$ cat src/sv/ssq_pkg.sv
`timescale 1ns / 1ps
// ----------------------------------------------------------------------------
// ssq_pkg
// Command and status codes and the control struct for the queue cells.
// ----------------------------------------------------------------------------
package ssq_pkg;

  localparam int CMD_W    = 2;
  localparam int STATUS_W = 2;

  localparam logic [CMD_W-1:0] CMD_INSERT = 2'd0;
  localparam logic [CMD_W-1:0] CMD_REMOVE = 2'd1;
  localparam logic [CMD_W-1:0] CMD_PEEK   = 2'd2;

  localparam logic [STATUS_W-1:0] ST_DONE  = 2'd0;
  localparam logic [STATUS_W-1:0] ST_EMPTY = 2'd1;
  localparam logic [STATUS_W-1:0] ST_FULL  = 2'd2;

  typedef struct packed {
    logic ins;
    logic rem;
  } ssq_ctrl_t;

endpackage

$ cat src/sv/ssq_cell.sv
`timescale 1ns / 1ps
// ----------------------------------------------------------------------------
// ssq_cell
// One slot of the sorted chain: holds an entry, keeps it, takes the new
// entry, or takes a neighbour's entry on insert and remove.
// ----------------------------------------------------------------------------
module ssq_cell #(
  parameter int PAYLOAD_BITS  = 32,
  parameter int PRIORITY_BITS = 16,
  parameter int CNT_W         = 5,
  parameter int INDEX         = 0
) (
  input  logic                            clk,
  input  ssq_pkg::ssq_ctrl_t              ctrl,
  input  logic [CNT_W-1:0]                count,
  input  logic [PAYLOAD_BITS-1:0]         new_pay,
  input  logic signed [PRIORITY_BITS-1:0] new_pri,
  input  logic                            left_keep,
  input  logic [PAYLOAD_BITS-1:0]         left_pay,
  input  logic signed [PRIORITY_BITS-1:0] left_pri,
  input  logic [PAYLOAD_BITS-1:0]         right_pay,
  input  logic signed [PRIORITY_BITS-1:0] right_pri,
  output logic                            keep,
  output logic [PAYLOAD_BITS-1:0]         pay,
  output logic signed [PRIORITY_BITS-1:0] pri
);
  import ssq_pkg::*;

  localparam logic [CNT_W-1:0] MY_INDEX = CNT_W'(INDEX);

  logic                            occupied;
  logic [PAYLOAD_BITS-1:0]         pay_next;
  logic signed [PRIORITY_BITS-1:0] pri_next;

  // an equal priority stays ahead of the newcomer
  assign occupied = count > MY_INDEX;
  assign keep     = occupied && (pri >= new_pri);

  always_comb begin
    pay_next = pay;
    pri_next = pri;
    if (ctrl.ins && !keep) begin
      if (left_keep) begin
        pay_next = new_pay;
        pri_next = new_pri;
      end else begin
        pay_next = left_pay;
        pri_next = left_pri;
      end
    end else if (ctrl.rem) begin
      pay_next = right_pay;
      pri_next = right_pri;
    end
  end

  always_ff @(posedge clk) begin
    pay <= pay_next;
    pri <= pri_next;
  end

endmodule

$ cat src/sv/stable_sorted_priority_queue.sv
`timescale 1ns / 1ps
// Result: a command's result is shown with done in the cycle after start.
// Throughput: one command per cycle; busy stays low, as every cell settles
// its slot from its own compare and its neighbours.
// Reset: rst (synchronous) empties the queue and clears done; slot contents
// are not cleared, since only slots below the entry count are ever read.
// ----------------------------------------------------------------------------
// stable_sorted_priority_queue
// Bounded priority queue built as a shifting chain of cells, highest
// priority at the head, first in first out among equal priorities.
// ----------------------------------------------------------------------------
module stable_sorted_priority_queue #(
  parameter int DEPTH         = 16,
  parameter int PAYLOAD_BITS  = 32,
  parameter int PRIORITY_BITS = 16
) (
  input  logic                            clk,
  input  logic                            rst,
  input  logic                            start,
  output logic                            busy,
  input  logic [ssq_pkg::CMD_W-1:0]       command,
  input  logic [PAYLOAD_BITS-1:0]         payload,
  input  logic signed [PRIORITY_BITS-1:0] priority_req,
  output logic                            done,
  output logic [ssq_pkg::STATUS_W-1:0]    status,
  output logic [PAYLOAD_BITS-1:0]         head_payload,
  output logic signed [PRIORITY_BITS-1:0] head_priority,
  output logic [$clog2(DEPTH+1)-1:0]      entry_count,
  output logic                            is_empty
);
  import ssq_pkg::*;

  localparam int CNT_W = $clog2(DEPTH + 1);
  localparam logic [CNT_W-1:0] FULL_COUNT = CNT_W'(DEPTH);

  logic                            accept;
  logic                            is_ins;
  logic                            is_rem;
  logic                            full;
  logic                            empty;
  ssq_ctrl_t                       ctrl;
  logic [CNT_W-1:0]                count;
  logic [CNT_W-1:0]                count_next;

  logic                            keep_w [DEPTH];
  logic [PAYLOAD_BITS-1:0]         pay_w  [DEPTH];
  logic signed [PRIORITY_BITS-1:0] pri_w  [DEPTH];

  logic [STATUS_W-1:0]             status_next;
  logic [PAYLOAD_BITS-1:0]         head_pay_next;
  logic signed [PRIORITY_BITS-1:0] head_pri_next;

  assign busy   = 1'b0;
  assign accept = start && !busy;
  assign is_ins = command == CMD_INSERT;
  assign is_rem = command == CMD_REMOVE;
  assign full   = count == FULL_COUNT;
  assign empty  = count == '0;

  assign ctrl.ins = accept && is_ins && !full;
  assign ctrl.rem = accept && is_rem && !empty;

  genvar g;
  generate
    for (g = 0; g < DEPTH; g++) begin : g_cell
      logic                            lk;
      logic [PAYLOAD_BITS-1:0]         lpay;
      logic signed [PRIORITY_BITS-1:0] lpri;
      logic [PAYLOAD_BITS-1:0]         rpay;
      logic signed [PRIORITY_BITS-1:0] rpri;

      if (g == 0) begin : g_head
        assign lk   = 1'b1;
        assign lpay = '0;
        assign lpri = '0;
      end else begin : g_body
        assign lk   = keep_w[g-1];
        assign lpay = pay_w[g-1];
        assign lpri = pri_w[g-1];
      end

      if (g == DEPTH - 1) begin : g_tail
        assign rpay = '0;
        assign rpri = '0;
      end else begin : g_mid
        assign rpay = pay_w[g+1];
        assign rpri = pri_w[g+1];
      end

      ssq_cell #(
        .PAYLOAD_BITS (PAYLOAD_BITS),
        .PRIORITY_BITS(PRIORITY_BITS),
        .CNT_W        (CNT_W),
        .INDEX        (g)
      ) u_cell (
        .clk      (clk),
        .ctrl     (ctrl),
        .count    (count),
        .new_pay  (payload),
        .new_pri  (priority_req),
        .left_keep(lk),
        .left_pay (lpay),
        .left_pri (lpri),
        .right_pay(rpay),
        .right_pri(rpri),
        .keep     (keep_w[g]),
        .pay      (pay_w[g]),
        .pri      (pri_w[g])
      );
    end
  endgenerate

  always_comb begin
    count_next = count;
    if (ctrl.ins) begin
      count_next = count + 1'b1;
    end else if (ctrl.rem) begin
      count_next = count - 1'b1;
    end
  end

  // head after the command; a remove shows the entry it takes off
  always_comb begin
    status_next   = ST_DONE;
    head_pay_next = pay_w[0];
    head_pri_next = pri_w[0];
    if (is_ins) begin
      if (full) begin
        status_next = ST_FULL;
      end else if (!keep_w[0]) begin
        head_pay_next = payload;
        head_pri_next = priority_req;
      end
    end else if (empty) begin
      status_next   = ST_EMPTY;
      head_pay_next = '0;
      head_pri_next = '0;
    end else if (is_rem && count == CNT_W'(1)) begin
      // last entry leaves: still shown, count drops to zero
      head_pay_next = pay_w[0];
      head_pri_next = pri_w[0];
    end
  end

  always_ff @(posedge clk) begin
    if (rst) begin
      count <= '0;
      done  <= 1'b0;
    end else begin
      count <= count_next;
      done  <= accept;
    end
  end

  always_ff @(posedge clk) begin
    if (accept) begin
      status        <= status_next;
      head_payload  <= head_pay_next;
      head_priority <= head_pri_next;
      entry_count   <= count_next;
      is_empty      <= count_next == '0;
    end
  end

endmodule

$ cat config.mk
export PLATFORM = sky130hd
export DESIGN_NAME = stable_sorted_priority_queue
export DESIGN_NICKNAME = d
export VERILOG_FILES = /design/src/sv/ssq_pkg.sv /design/src/sv/ssq_cell.sv /design/src/sv/stable_sorted_priority_queue.sv
export SDC_FILE = /design/constraint.sdc
export NUM_CORES = 2
export LEC_CHECK = 0
export BUFFER_PORTS_ARGS = -buffer_cell sky130_fd_sc_hd__buf_4
export CORE_MARGIN = 10
export CORE_UTILIZATION = 25
export DETAILED_ROUTE_END_ITERATION = 7
export GPL_TIMING_DRIVEN = 1
export PLACE_DENSITY_LB_ADDON = 0.05
export REMOVE_ABC_BUFFERS = 1
export SLEW_MARGIN = 20
export SYNTH_ARGS = -nofsm -noshare
export SYNTH_HDL_FRONTEND = slang
export SYNTH_SLANG_ARGS = --single-unit
$ cat constraint.sdc
create_clock -name clk -period 9.2 [get_ports clk]
set_clock_uncertainty 0.2 [all_clocks]
set_input_delay 2.76 -clock clk [delete_from_list [all_inputs] [get_ports clk]]
set_output_delay 2.76 -clock clk [all_outputs]
set_load 0.05 [all_outputs]
==> summary.md <==
| Metric | Value |
|---|---|
| Outcome | finished clean |
| Last weighted congestion value of the routability-driven placer | 0.763 |
| Routed vias/inst | 4.96 |
| Signal arrival time at the worst endpoint | 7080 ps |
| Post-route DRC violation count | 0 |
| Count of nets left with antenna violations after detail routing | 0 |
| Class of the tightest hold or removal check | reg -> reg |
| Most common library cell in the layout ignoring fill and taps | edfxtp_1 |
| Leading register cell type out of synthesis | edfxtp_1 |
| Proportion of layout cells with a drive suffix above 1 | 0.150 |
| Count of H-tree levels built during CTS | 3 |
| Via Count | 33400 |
| All-Layer GR Usage | 0.175 |
| Effective utilization at floorplan | 0.251 |
| Number of nets at the end of the flow | 4447 |
| #FFs+latches synth | 830 |
| Placed cell count | 6531 |
| Avg Synthesized Cell Area | 11.4 um^2 |
| Share of Yosys cell area claimed by the top area cell type | 0.519 |
| Die Footprint | 209000 um^2 |
| Post-synth EDFFs | 824 |
| Sum of overflow across all layers after global routing | 0 |
| Max Freq | 147 MHz |
| Average wire per cell in the routed design | 27.9 um |
| Clock transition at the registers of the reported paths | 50 ps |
| Number of hold-slack violations in the final timing report | 0 |
| Std-Cell Core Area | 190000 um^2 |
| Worst hold-check slack | 354 ps |
| Power Density | 191 nW/um^2 |
| Sort of element at the start of the critical path | input port |
| Unrepaired setup endpoints after global routing | false |
| First-pass iteration count of the detailed router | 5 |
| Final Setup Violations | 0 |
| Cts repair resizes | 0 |
| Width of the die | 457 um |
| Maximum number of pins on one net before global-route repair | 97 |
| Number of maximum-capacitance violations | 0 |
| Final non-filler cell total | 6735 |
| Critical path class | in -> reg |
| 1st-iter DRT viols | 2315 |
| Synth warn | 0 |
| Leading cell types in the layout, fill and taps excluded | edfxtp_1, mux2i_1, nor2_1 |
| Sequential share of the synthesized area | 0.521 |
| Number of max-slew violations in the final report | 0 |
| Number of buffers inserted for hold repair after clock tree synthesis | 0 |
| IR Drop Worst-Case VDD | 0.000137 V |
| Y dimension of the die | 457 um |
| Post-Syn Instances | 4179 |
| Yosys top cell by area | edfxtp_1 |
| Postcts setup bufs | 0 |
| Post-detailed-routing wire length | 188000 um |
| Worst-path fanout max | 29 |
| Worst Max-Slew Pin Slew | 1040 ps |
| Required @ worst endpoint | 9490 ps |
| Final Cycle Share | 0.739 |
| Final critical delay including setup and external delays | 6800 ps |
| Synth async-reset ratio | 0 |
| Clock tree from TritonCTS | yes |
| Post-DP HPWL | 118000 um |
| Clock tree root driver cell | clkbuf_16 |
| Final critical-path setup slack | 2400 ps |
| Worst relative slew slack | 0.306 |
| Maximum count of clock buffers along a single path | 3 |
| Combined area of all synthesized cells | 47700 um^2 |
| Area growth from synthesis to final layout | 14.7% |
| Number of rows created at floorplan | 160 |
| Cell variety after synth | 68 |
| Insertion delay to the later sink of the worst-skew pair | 760 ps |
| Initial antenna violation count | 17 |
| IO Port Bufs | 109 |
| Via count of the first global-routing pass | 34800 |
| First-pass GRT wire length | 267000 um |
| Lkg Pwr | 19.9 nW |
| # clock sinks | 830 |
| Post-placement worst setup slack | 1510 ps |
| Number of top-level design ports | 111 |
| Largest cells by area after synthesis | edfxtp_1, mux2i_1, ha_1 |
| TritonCTS buffer count | 111 |
| Endpoint type of the worst setup path | flip-flop |
per-stage QoR:
step                       util  TNS (ps)  total power (W)  cell area [um^2]
after global routing      0.288         0           0.0110             54700
final                     0.288         0           0.0105             54700
after CTS                 0.288         0           0.0107             54700
after global placement    0.270         0          0.00634             51300
after detailed placement  0.270         0          0.00633             51300
after floorplan               -   -565830          0.00560             46100
state kept, by name, indices dropped and copies added, names as in the netlist:
signal	count
count	5
done	1
entry_count	5
g_cell.u_cell.pay	512
g_cell.u_cell.pri	256
head_payload	32
head_priority	16
is_empty	1
status	2
power by group:
group | internal, W | switching, W
clock | 0.00241 | 0.00184
combinational | 0.000508 | 0.00108
sequential | 0.00448 | 0.000141
cell type report:
class / count / area [um^2]
fill: 19700 / 135000
multi-input combinational: 2943 / 21500
antenna: 2 / 5.00
tap: 2511 / 3140
clock inverter: 50 / 353
inverter: 52 / 195
timing repair buffer: 195 / 1610
clock buffer: 152 / 3080
sequential: 830 / 24900
worst paths after layout:
check | cells past startpoint | endpoint | slack [ps] | from
hold / removal | 2 | g_cell[10].u_cell.pay[11] | 350 | g_cell[11].u_cell.pay[11]
setup reg to reg | 10 | g_cell[5].u_cell.pay[27] | 4590 | g_cell[5].u_cell.pri[4]
setup / recovery | 12 | g_cell[5].u_cell.pay[27] | 2400 | priority_req[4]
hold reg to reg | 2 | g_cell[10].u_cell.pay[11] | 350 | g_cell[11].u_cell.pay[11]
critical path, cell delays in order:
cell	delay [ps]
buf_4	270
inv_1	240
ha_1	440
and3_1	220
a311oi_1	600
nor3_1	130
o31ai_1	540
o21ai_4	140
a21oi_4	170
buf_4	390
buf_4	660
mux2_2	420
kinds of logic (layout without fill, tap and decap cells):
kind of cell / after synthesis / count (layout) / synth area share
AOI/OAI and AO/OA: 973 / 973 / 0.115
and+or+nand+nor: 886 / 886 / 0.0801
muxes: 819 / 819 / 0.178
buffers and inverters: 406 / 449 / 0.0369
DFF: 830 / 830 / 0.521
adders and majority gates: 261 / 261 / 0.0684
other: 1 / 3 / 0.0000786
xor gates and xnor gates: 3 / 3 / 0.000551
layer usage:
layer	GRT usage	wire, um	up-vias
li1	-	-	15600
met1	0.242	89600	17000
met2	0.289	87500	616
met3	0.0241	7600	170
met4	0.0368	3340	0
met5	0	0	-
cell usage after synthesis (17+ instances only):
cell type and n:
mux2i_1 583, ha_1 261, o21ai_0 334, nand4_1 46, inv_1 52, nand2b_1 18, a22o_1 50, nand3_1 65
buf_1 17, mux2_2 236, a31oi_1 56, edfxtp_1 824, buf_2 109, nor2b_1 23, clkbuf_1 208, o21ai_1 39
a21o_1 30, a21oi_1 386, nor2_1 416, nand2_1 259
Power figures use the tool's default switching activity.
